### src/hw/rtl/bhpq_pkg.sv
`default_nettype none

package bhpq_pkg;

  // Number of entries that the heap can hold.
  localparam int CAPACITY = 64;

  localparam int DATA_W  = 32;
  localparam int ADDR_W  = (CAPACITY > 1) ? $clog2(CAPACITY) : 1;
  localparam int CNT_W   = $clog2(CAPACITY + 1);
  // Wide enough for the right child index 2*i+2 of any slot.
  localparam int CHILD_W = ADDR_W + 2;

  typedef logic signed [DATA_W-1:0] data_t;
  typedef logic [ADDR_W-1:0]        addr_t;
  typedef logic [CNT_W-1:0]         count_t;
  typedef logic [CHILD_W-1:0]       child_t;

  // Operation codes of an input item.
  localparam logic OP_PUSH = 1'b0;
  localparam logic OP_POP  = 1'b1;

  // Value reported as the top when the queue is empty.
  localparam data_t EMPTY_TOP = -data_t'(1);

  // True when a must sit above b under the selected order (strict compare).
  function automatic logic ranks_above(input data_t a, input data_t b, input logic min_order);
    logic res;
    begin
      if (min_order) begin
        res = (a < b);
      end else begin
        res = (a > b);
      end
      return res;
    end
  endfunction

endpackage

`default_nettype wire

### src/hw/rtl/bhpq_ram.sv
`default_nettype none

module bhpq_ram #(
  parameter int WIDTH = 32,
  parameter int DEPTH = 64
) (
  input  wire logic                             clk,
  input  wire logic                             wr_en,
  input  wire logic [$clog2(DEPTH)-1:0]         wr_addr,
  input  wire logic [WIDTH-1:0]                 wr_data,
  input  wire logic [$clog2(DEPTH)-1:0]         rd_addr,
  output logic      [WIDTH-1:0]                 rd_data
);

  logic [WIDTH-1:0] mem [DEPTH];

  // One write port and one read port; the read data is registered.
  always_ff @(posedge clk) begin
    if (wr_en) begin
      mem[wr_addr] <= wr_data;
    end
    rd_data <= mem[rd_addr];
  end

endmodule

`default_nettype wire

### src/hw/rtl/binary_heap_priority_queue_core.sv
`default_nettype none

// Channel     Direction  Transfer condition        Payload
// ----------  ---------  ------------------------  -----------------------------------------
// input       in         start && !busy            in_op, in_value
// result      out        out_strobe (one cycle)    out_top_value, out_is_empty,
//                                                  out_push_dropped
// config      in         cfg_wr_en                 cfg_wr_data (min_order)
//
// One item is in flight at a time; busy stays high until its result transfer is issued.
// A push moves the new value up the heap a level at a time until it settles.
// A pop sinks the former last entry from the root; the heap RAM has one read port, so each
// level of the sift-down reads the left and then the right child, one after the other.
// Synchronous active-low reset empties the queue and selects the max ordering; the heap RAM
// itself is not cleared, since only slots below the entry count are ever used.
// The receiver cannot stall: each result is shown for exactly one cycle.

module binary_heap_priority_queue_core
  import bhpq_pkg::*;
(
  input  wire logic        clk,
  input  wire logic        rst_n,
  input  wire logic        start,
  output logic             busy,
  input  wire logic        in_op,
  input  wire data_t       in_value,
  output logic             out_strobe,
  output data_t            out_top_value,
  output logic             out_is_empty,
  output logic             out_push_dropped,
  input  wire logic        cfg_wr_en,
  input  wire logic        cfg_wr_data
);

  // Sequencer states. UP_* walk a pushed value toward the root, DN_* walk the
  // former last entry down from the root after a pop.
  typedef enum logic [6:0] {
    ST_IDLE    = 7'b0000001,
    ST_UP_CMP  = 7'b0000010,
    ST_UP_WR   = 7'b0000100,
    ST_DN_LAST = 7'b0001000,
    ST_DN_L    = 7'b0010000,
    ST_DN_CMP  = 7'b0100000,
    ST_DN_WR   = 7'b1000000
  } state_t;

  state_t state_r, state_nxt;
  count_t count_r, count_nxt;
  logic   min_order_r;
  addr_t  idx_r, idx_nxt;      // Slot of the hole that the moving value occupies.
  data_t  val_r, val_nxt;      // The moving value; it is written only once it settles.
  data_t  lval_r, lval_nxt;    // Left child value during a sift-down step.
  data_t  root_r, root_nxt;    // Copy of slot 0, so the top needs no extra read.

  logic   out_strobe_r;
  data_t  out_top_r;
  logic   out_empty_r;
  logic   out_drop_r;

  logic   finish;
  logic   drop_nxt;

  logic   wr_en;
  addr_t  wr_addr;
  data_t  wr_data;
  addr_t  rd_addr;
  data_t  rd_data;

  logic   accept;
  addr_t  idx_m1;
  addr_t  parent;
  addr_t  new_parent;
  addr_t  parent_m1;
  count_t cnt_dec;
  child_t n_ext;
  child_t left_idx;
  child_t right_idx;
  logic   has_right;
  logic   left_wins;
  data_t  cand;
  logic   right_wins;
  addr_t  best_idx;
  data_t  best_val;
  child_t next_left;

  bhpq_ram #(
    .WIDTH(DATA_W),
    .DEPTH(CAPACITY)
  ) u_heap_ram (
    .clk    (clk),
    .wr_en  (wr_en),
    .wr_addr(wr_addr),
    .wr_data(wr_data),
    .rd_addr(rd_addr),
    .rd_data(rd_data)
  );

  assign accept    = start && (state_r == ST_IDLE);
  assign busy      = (state_r != ST_IDLE);

  // Index arithmetic for the heap shape.
  assign idx_m1    = idx_r - addr_t'(1);
  assign parent    = idx_m1 >> 1;
  assign parent_m1 = parent - addr_t'(1);
  assign new_parent = parent_m1 >> 1;
  assign cnt_dec   = count_r - count_t'(1);
  assign n_ext     = child_t'(count_r);
  assign left_idx  = {1'b0, idx_r, 1'b1};
  assign right_idx = left_idx + child_t'(1);
  assign has_right = (right_idx < n_ext);

  // Sift-down choice: the left child beats the moving value, then the right
  // child beats whichever of those two won. Ties never move anything.
  assign left_wins  = ranks_above(lval_r, val_r, min_order_r);
  assign cand       = left_wins ? lval_r : val_r;
  assign right_wins = has_right && ranks_above(rd_data, cand, min_order_r);
  assign best_idx   = right_wins ? right_idx[ADDR_W-1:0] : left_idx[ADDR_W-1:0];
  assign best_val   = right_wins ? rd_data : lval_r;
  assign next_left  = {1'b0, best_idx, 1'b1};

  always_comb begin
    state_nxt = state_r;
    count_nxt = count_r;
    idx_nxt   = idx_r;
    val_nxt   = val_r;
    lval_nxt  = lval_r;
    finish    = 1'b0;
    drop_nxt  = 1'b0;
    wr_en     = 1'b0;
    wr_addr   = idx_r;
    wr_data   = val_r;
    rd_addr   = parent;

    case (state_r)
      ST_IDLE: begin
        if (accept) begin
          if (in_op == OP_PUSH) begin
            if (count_r == count_t'(CAPACITY)) begin
              drop_nxt = 1'b1;
              finish   = 1'b1;
            end else if (count_r == '0) begin
              // First entry goes straight to the root.
              count_nxt = count_t'(1);
              wr_en     = 1'b1;
              wr_addr   = '0;
              wr_data   = in_value;
              finish    = 1'b1;
            end else begin
              count_nxt = count_r + count_t'(1);
              idx_nxt   = count_r[ADDR_W-1:0];
              val_nxt   = in_value;
              rd_addr   = (count_r[ADDR_W-1:0] - addr_t'(1)) >> 1;
              state_nxt = ST_UP_CMP;
            end
          end else begin
            if (count_r == '0) begin
              finish = 1'b1;
            end else begin
              count_nxt = cnt_dec;
              if (cnt_dec == '0) begin
                finish = 1'b1;
              end else begin
                rd_addr   = cnt_dec[ADDR_W-1:0];
                state_nxt = ST_DN_LAST;
              end
            end
          end
        end
      end

      ST_UP_CMP: begin
        // rd_data holds the parent of the hole.
        if (ranks_above(val_r, rd_data, min_order_r)) begin
          wr_en   = 1'b1;
          wr_data = rd_data;
          idx_nxt = parent;
          if (parent == '0) begin
            state_nxt = ST_UP_WR;
          end else begin
            rd_addr = new_parent;
          end
        end else begin
          wr_en     = 1'b1;
          finish    = 1'b1;
          state_nxt = ST_IDLE;
        end
      end

      ST_UP_WR: begin
        wr_en     = 1'b1;
        finish    = 1'b1;
        state_nxt = ST_IDLE;
      end

      ST_DN_LAST: begin
        // rd_data holds the former last entry, which restarts at the root.
        val_nxt = rd_data;
        idx_nxt = '0;
        if (count_r > count_t'(1)) begin
          rd_addr   = addr_t'(1);
          state_nxt = ST_DN_L;
        end else begin
          wr_en     = 1'b1;
          wr_addr   = '0;
          wr_data   = rd_data;
          finish    = 1'b1;
          state_nxt = ST_IDLE;
        end
      end

      ST_DN_L: begin
        lval_nxt  = rd_data;
        rd_addr   = right_idx[ADDR_W-1:0];
        state_nxt = ST_DN_CMP;
      end

      ST_DN_CMP: begin
        wr_en = 1'b1;
        if (left_wins || right_wins) begin
          wr_data = best_val;
          idx_nxt = best_idx;
          if (next_left < n_ext) begin
            rd_addr   = next_left[ADDR_W-1:0];
            state_nxt = ST_DN_L;
          end else begin
            state_nxt = ST_DN_WR;
          end
        end else begin
          finish    = 1'b1;
          state_nxt = ST_IDLE;
        end
      end

      ST_DN_WR: begin
        wr_en     = 1'b1;
        finish    = 1'b1;
        state_nxt = ST_IDLE;
      end

      default: begin
        state_nxt = ST_IDLE;
      end
    endcase
  end

  // Track slot 0 alongside the RAM.
  always_comb begin
    root_nxt = root_r;
    if (wr_en && (wr_addr == '0)) begin
      root_nxt = wr_data;
    end
  end

  always_ff @(posedge clk) begin
    if (!rst_n) begin
      state_r      <= ST_IDLE;
      count_r      <= '0;
      min_order_r  <= 1'b0;
      out_strobe_r <= 1'b0;
    end else begin
      state_r      <= state_nxt;
      count_r      <= count_nxt;
      out_strobe_r <= finish;
      if (cfg_wr_en) begin
        min_order_r <= cfg_wr_data;
      end
    end
  end

  always_ff @(posedge clk) begin
    idx_r  <= idx_nxt;
    val_r  <= val_nxt;
    lval_r <= lval_nxt;
    root_r <= root_nxt;
    if (finish) begin
      out_top_r   <= (count_nxt == '0) ? EMPTY_TOP : root_nxt;
      out_empty_r <= (count_nxt == '0);
      out_drop_r  <= drop_nxt;
    end
  end

  assign out_strobe       = out_strobe_r;
  assign out_top_value    = out_top_r;
  assign out_is_empty     = out_empty_r;
  assign out_push_dropped = out_drop_r;

endmodule

`default_nettype wire

### config.mk
export PLATFORM = sky130hd
export DESIGN_NAME = binary_heap_priority_queue_core
export DESIGN_NICKNAME = d
export VERILOG_FILES = /design/src/hw/rtl/bhpq_pkg.sv /design/src/hw/rtl/bhpq_ram.sv /design/src/hw/rtl/binary_heap_priority_queue_core.sv
export SDC_FILE = /design/constraint.sdc
export NUM_CORES = 2
export LEC_CHECK = 0
export BUFFER_PORTS_ARGS = -buffer_cell sky130_fd_sc_hd__buf_2
export CAP_MARGIN = 20
export CORE_MARGIN = 5
export CORE_UTILIZATION = 30
export DETAILED_ROUTE_END_ITERATION = 10
export GPL_ROUTABILITY_DRIVEN = 0
export HOLD_SLACK_MARGIN = 0.08
export SETUP_SLACK_MARGIN = 0.05
export SLEW_MARGIN = 20
export SYNTH_ARGS = -nofsm -noshare
export SYNTH_HDL_FRONTEND = slang
export SYNTH_HIERARCHICAL = 1
export SYNTH_SLANG_ARGS = --single-unit
### constraint.sdc
create_clock -name clk -period 8.06 [get_ports clk]
set_input_delay 0.806 -clock clk [delete_from_list [all_inputs] [get_ports clk]]
set_output_delay 0.806 -clock clk [all_outputs]
set_load 0.05 [all_outputs]
==> summary.txt <==
Run status
  • Status: finished with violations
  • Failing checks: setup timing

Die
  • Core ar.: 297000 um^2
  • Die Ht: 556.5 um
  • Die area: 309700 um^2
  • Die Span X: 556.5 um
  • Row count: 200
  • Initial core utilization: 30.17%
  • Ports: 74

Global routing
  • Met1 usage: 23.80%
  • Vias in the first global route: 50.34k
  • GRT Total Usage: 16.93%
  • Largest net degree at the start of global routing: 71
  • Met3 usage: 3.384%
  • Most Crowded Layer GR: met2
  • Initial antenna violation count: 9
  • First-pass GRT wire length: 379500 um
  • Grt met2 use: 26.17%
  • Grt ovf: 0

Logic synthesis
  • Cell count after synthesis: 4588
  • Synthesized cell area: 89610 um^2
  • Post-synthesis cell type count: 93
  • Synth Flop Type: edfxtp_1
  • Synthesized area per cell: 19.53 um^2
  • Synth Register Bits: 2232
  • Syn Nets: 4741
  • Sequential area share after synthesis: 73.91%
  • Top post-synthesis cells by area: edfxtp_1, mux4_2, dfxtp_1
  • Largest area contributor in the netlist: edfxtp_1
  • Count leader, synth: edfxtp_1
  • Post-synth EDFFs: 2152
  • Share of Yosys cell area claimed by the top area cell type: 72.12%
  • Ys Warns: 6
  • Top post-synthesis cells by count: edfxtp_1, mux4_2, nor2_1
  • Ys async rst share: 0%

Place
  • PortBufs: 73
  • Placed cell count: 8945
  • Post-DP Area: 99890 um^2
  • DP Wirelength: 161600 um

Clock tree
  • Hold Buf Count CTS: 0
  • TritonCTS Buffers: 219
  • Reg clk slew, reported paths: 0.06 ns
  • Clock tree root driver cell: clkbuf_16
  • H-tree levels: 4
  • CTS sink cnt: 2232
  • Clock Path Buffers: 3
  • CTS tree: yes
  • Skew-Pair Late Insertion Delay: 0.89 ns

STA
  • Transition time of the tightest slew-check pin: 1.162 ns
  • Count of final setup violators: 32
  • Final Max Slew Viols: 0
  • Final Hold Fails: 0
  • Final hold slack: 0.2091 ns
  • Clock skew: 0.04794 ns
  • Min setup slack post-route: -0.6888 ns
  • Min cycle time layout: 8.749 ns
  • RSZ-0062 raised after global routing: true
  • Final Cycle Share: 108.5%
  • Max_slew headroom: 22.37%
  • Fmax: 114.3 MHz

Route
  • Final ANT Viol Nets: 0
  • Avg WL per Cell: 28.31 um
  • Residual DRC: 0
  • First-pass DRT Iterations: 8
  • Initial DRC count: 6592
  • Via Count: 51.43k
  • Final WL: 270700 um
  • Vias per cell: 5.379

Worst setup path
  • Most used cell, CP: buf_4
  • Crit Path Max Fanout: 7
  • Arrival @ worst endpoint: 9.48 ns
  • WP buf/inv: 14
  • Critical Path Source Type: flop
  • Slowest CP cell: edfxtp_1
  • Worst setup EP type: flop
  • Max incr delay on CP: 0.43 ns
  • Critical Path RT: 8.79 ns
  • Setup Crit Path Kind: flop to flop
  • Top delay family on crit path: compound AO/OA/AOI/OAI gates

Cells and area
  • Final Util: 37.81%
  • Fin cells: 9561
  • Area growth syn-to-layout: 25.33%
  • Final Cell Area: 112300 um^2
  • Layout cells sized above 1: 38.28%
  • Layout net count: 5586
  • FILL cells: 26.60k

Min path
  • Hold Path Class: input pin to flop

Run
  • Max-cap violations: 0
final timing paths:
path / from / endpoint / slack [ns] / cells after the start
worst min register to register: root_r[24]$_DFF_P_ / root_r[24]$_DFF_P_ / 0.46 / 2
worst max-delay path: lval_r[25]$_DFFE_PN_ / u_heap_ram/rd_data[11]$_DFF_P_ / -0.69 / 44
worst min-delay path: cfg_wr_data / min_order_r$_SDFFE_PN0P_ / 0.21 / 3
worst max register to register: lval_r[25]$_DFFE_PN_ / u_heap_ram/rd_data[11]$_DFF_P_ / -0.69 / 44
worst reg2reg max path, delay by kind of cell (launching register included):
family / cells / cell delay [ns]
xor+xnor: 1 / 0.18
compound gates: 15 / 2.86
buf+inv: 14 / 1.98
simple gates: 8 / 1.53
flops: 1 / 0.43
fa+ha+maj: 3 / 0.81
mux: 3 / 0.83
cell type report:
class / count / area [um^2] / share of cell area (%)
flip-flops and latches: 2232 / 66220 / 58.97
multi-input cells: 2023 / 24680 / 21.98
repair buffers: 874 / 9089 / 8.093
clock buffers: 276 / 5797 / 5.162
well taps: 3939 / 4928 / 4.389
clock inverters: 131 / 1262 / 1.124
inverters: 83 / 311.5 / 0.2774
diodes: 3 / 7.507 / 0.006685
cell families (layout without fill, tap and decap cells):
group                    count (synthesis)  after routing  synth area share [%]
AO/OA/AOI/OAI                          684            684                 5.495
multiplexers                           611            611                 13.85
AND/OR/NAND/NOR                        594            594                 3.135
adder cells (fa/ha/maj)                115            115                 1.606
XOR/XNOR                                19             19                0.1857
buffers and inverters                  333           1364                 1.828
flip-flops                            2232           2232                 73.91
other                                    0              3                     0
repair_timing:
item,in CTS,in global routing
cloned,24,7
setup endpoints to repair,32,32
resized for setup,407,159
setup buffers,132,49
pin swaps,93,72
registers in the layout, summed over array words and instances (netlist names):
signal / flops
val_r: 32
out_strobe: 1
out_top_value: 32
state_r: 7
out_is_empty: 1
idx_r: 6
u_heap_ram/rd_data: 32
min_order_r: 1
lval_r: 32
out_push_dropped: 1
u_heap_ram/mem: 2048
root_r: 32
count_r: 7
stage by stage:
| stage | TNS, ns | setup slack (ns) |
|---|---|---|
| 2_1_floorplan | 0 | 0.07227 |
| 3_3_place_gp | -43.13 | -1.866 |
| 3_5_place_dp | -44.70 | -1.964 |
| 4_1_cts | -17.17 | -0.6338 |
| 5_1_grt | -29.02 | -0.9956 |
| 6_report | -18.98 | -0.6888 |
layout by cell type, fill, tap and decap left out, types with 19 or more instances in the layout:
cell type,synthesis,final
nor3_1,37,33
ha_1,115,104
clkinv_2,0,33
buf_4,51,549
buf_8,0,21
nand2_1,179,144
o211ai_1,23,23
o22ai_2,0,30
nand4_1,29,29
a31oi_1,34,32
mux2i_4,0,21
buf_12,0,101
buf_16,0,40
o22ai_1,98,53
a22oi_1,57,26
a22o_1,38,32
a21oi_1,110,77
bufinv_16,0,19
mux4_2,500,500
edfxtp_1,2152,2152
nor2_4,0,65
a32oi_1,20,20
mux2i_1,83,48
nand3_1,44,39
clkbuf_1,102,49
a22oi_2,0,31
clkbuf_16,0,226
nor2_1,188,110
clkinv_1,0,52
a222oi_1,19,19
buf_2,60,73
buf_6,16,80
o21ai_0,69,62
dfxtp_1,80,80
a221oi_2,2,32
inv_1,81,79
a21oi_2,1,19
mux2_2,24,22
nand2_2,0,34
metal layers:
layer / vias up / wire length (um)
li1: 20940 / -
met1: 27230 / 108600
met2: 2800 / 123400
met3: 458 / 27690
met4: 2 / 11020
met5: - / 14
Power is not shown: default switching activity piles up to over one toggle a cycle in this logic, so the estimate is an artifact.
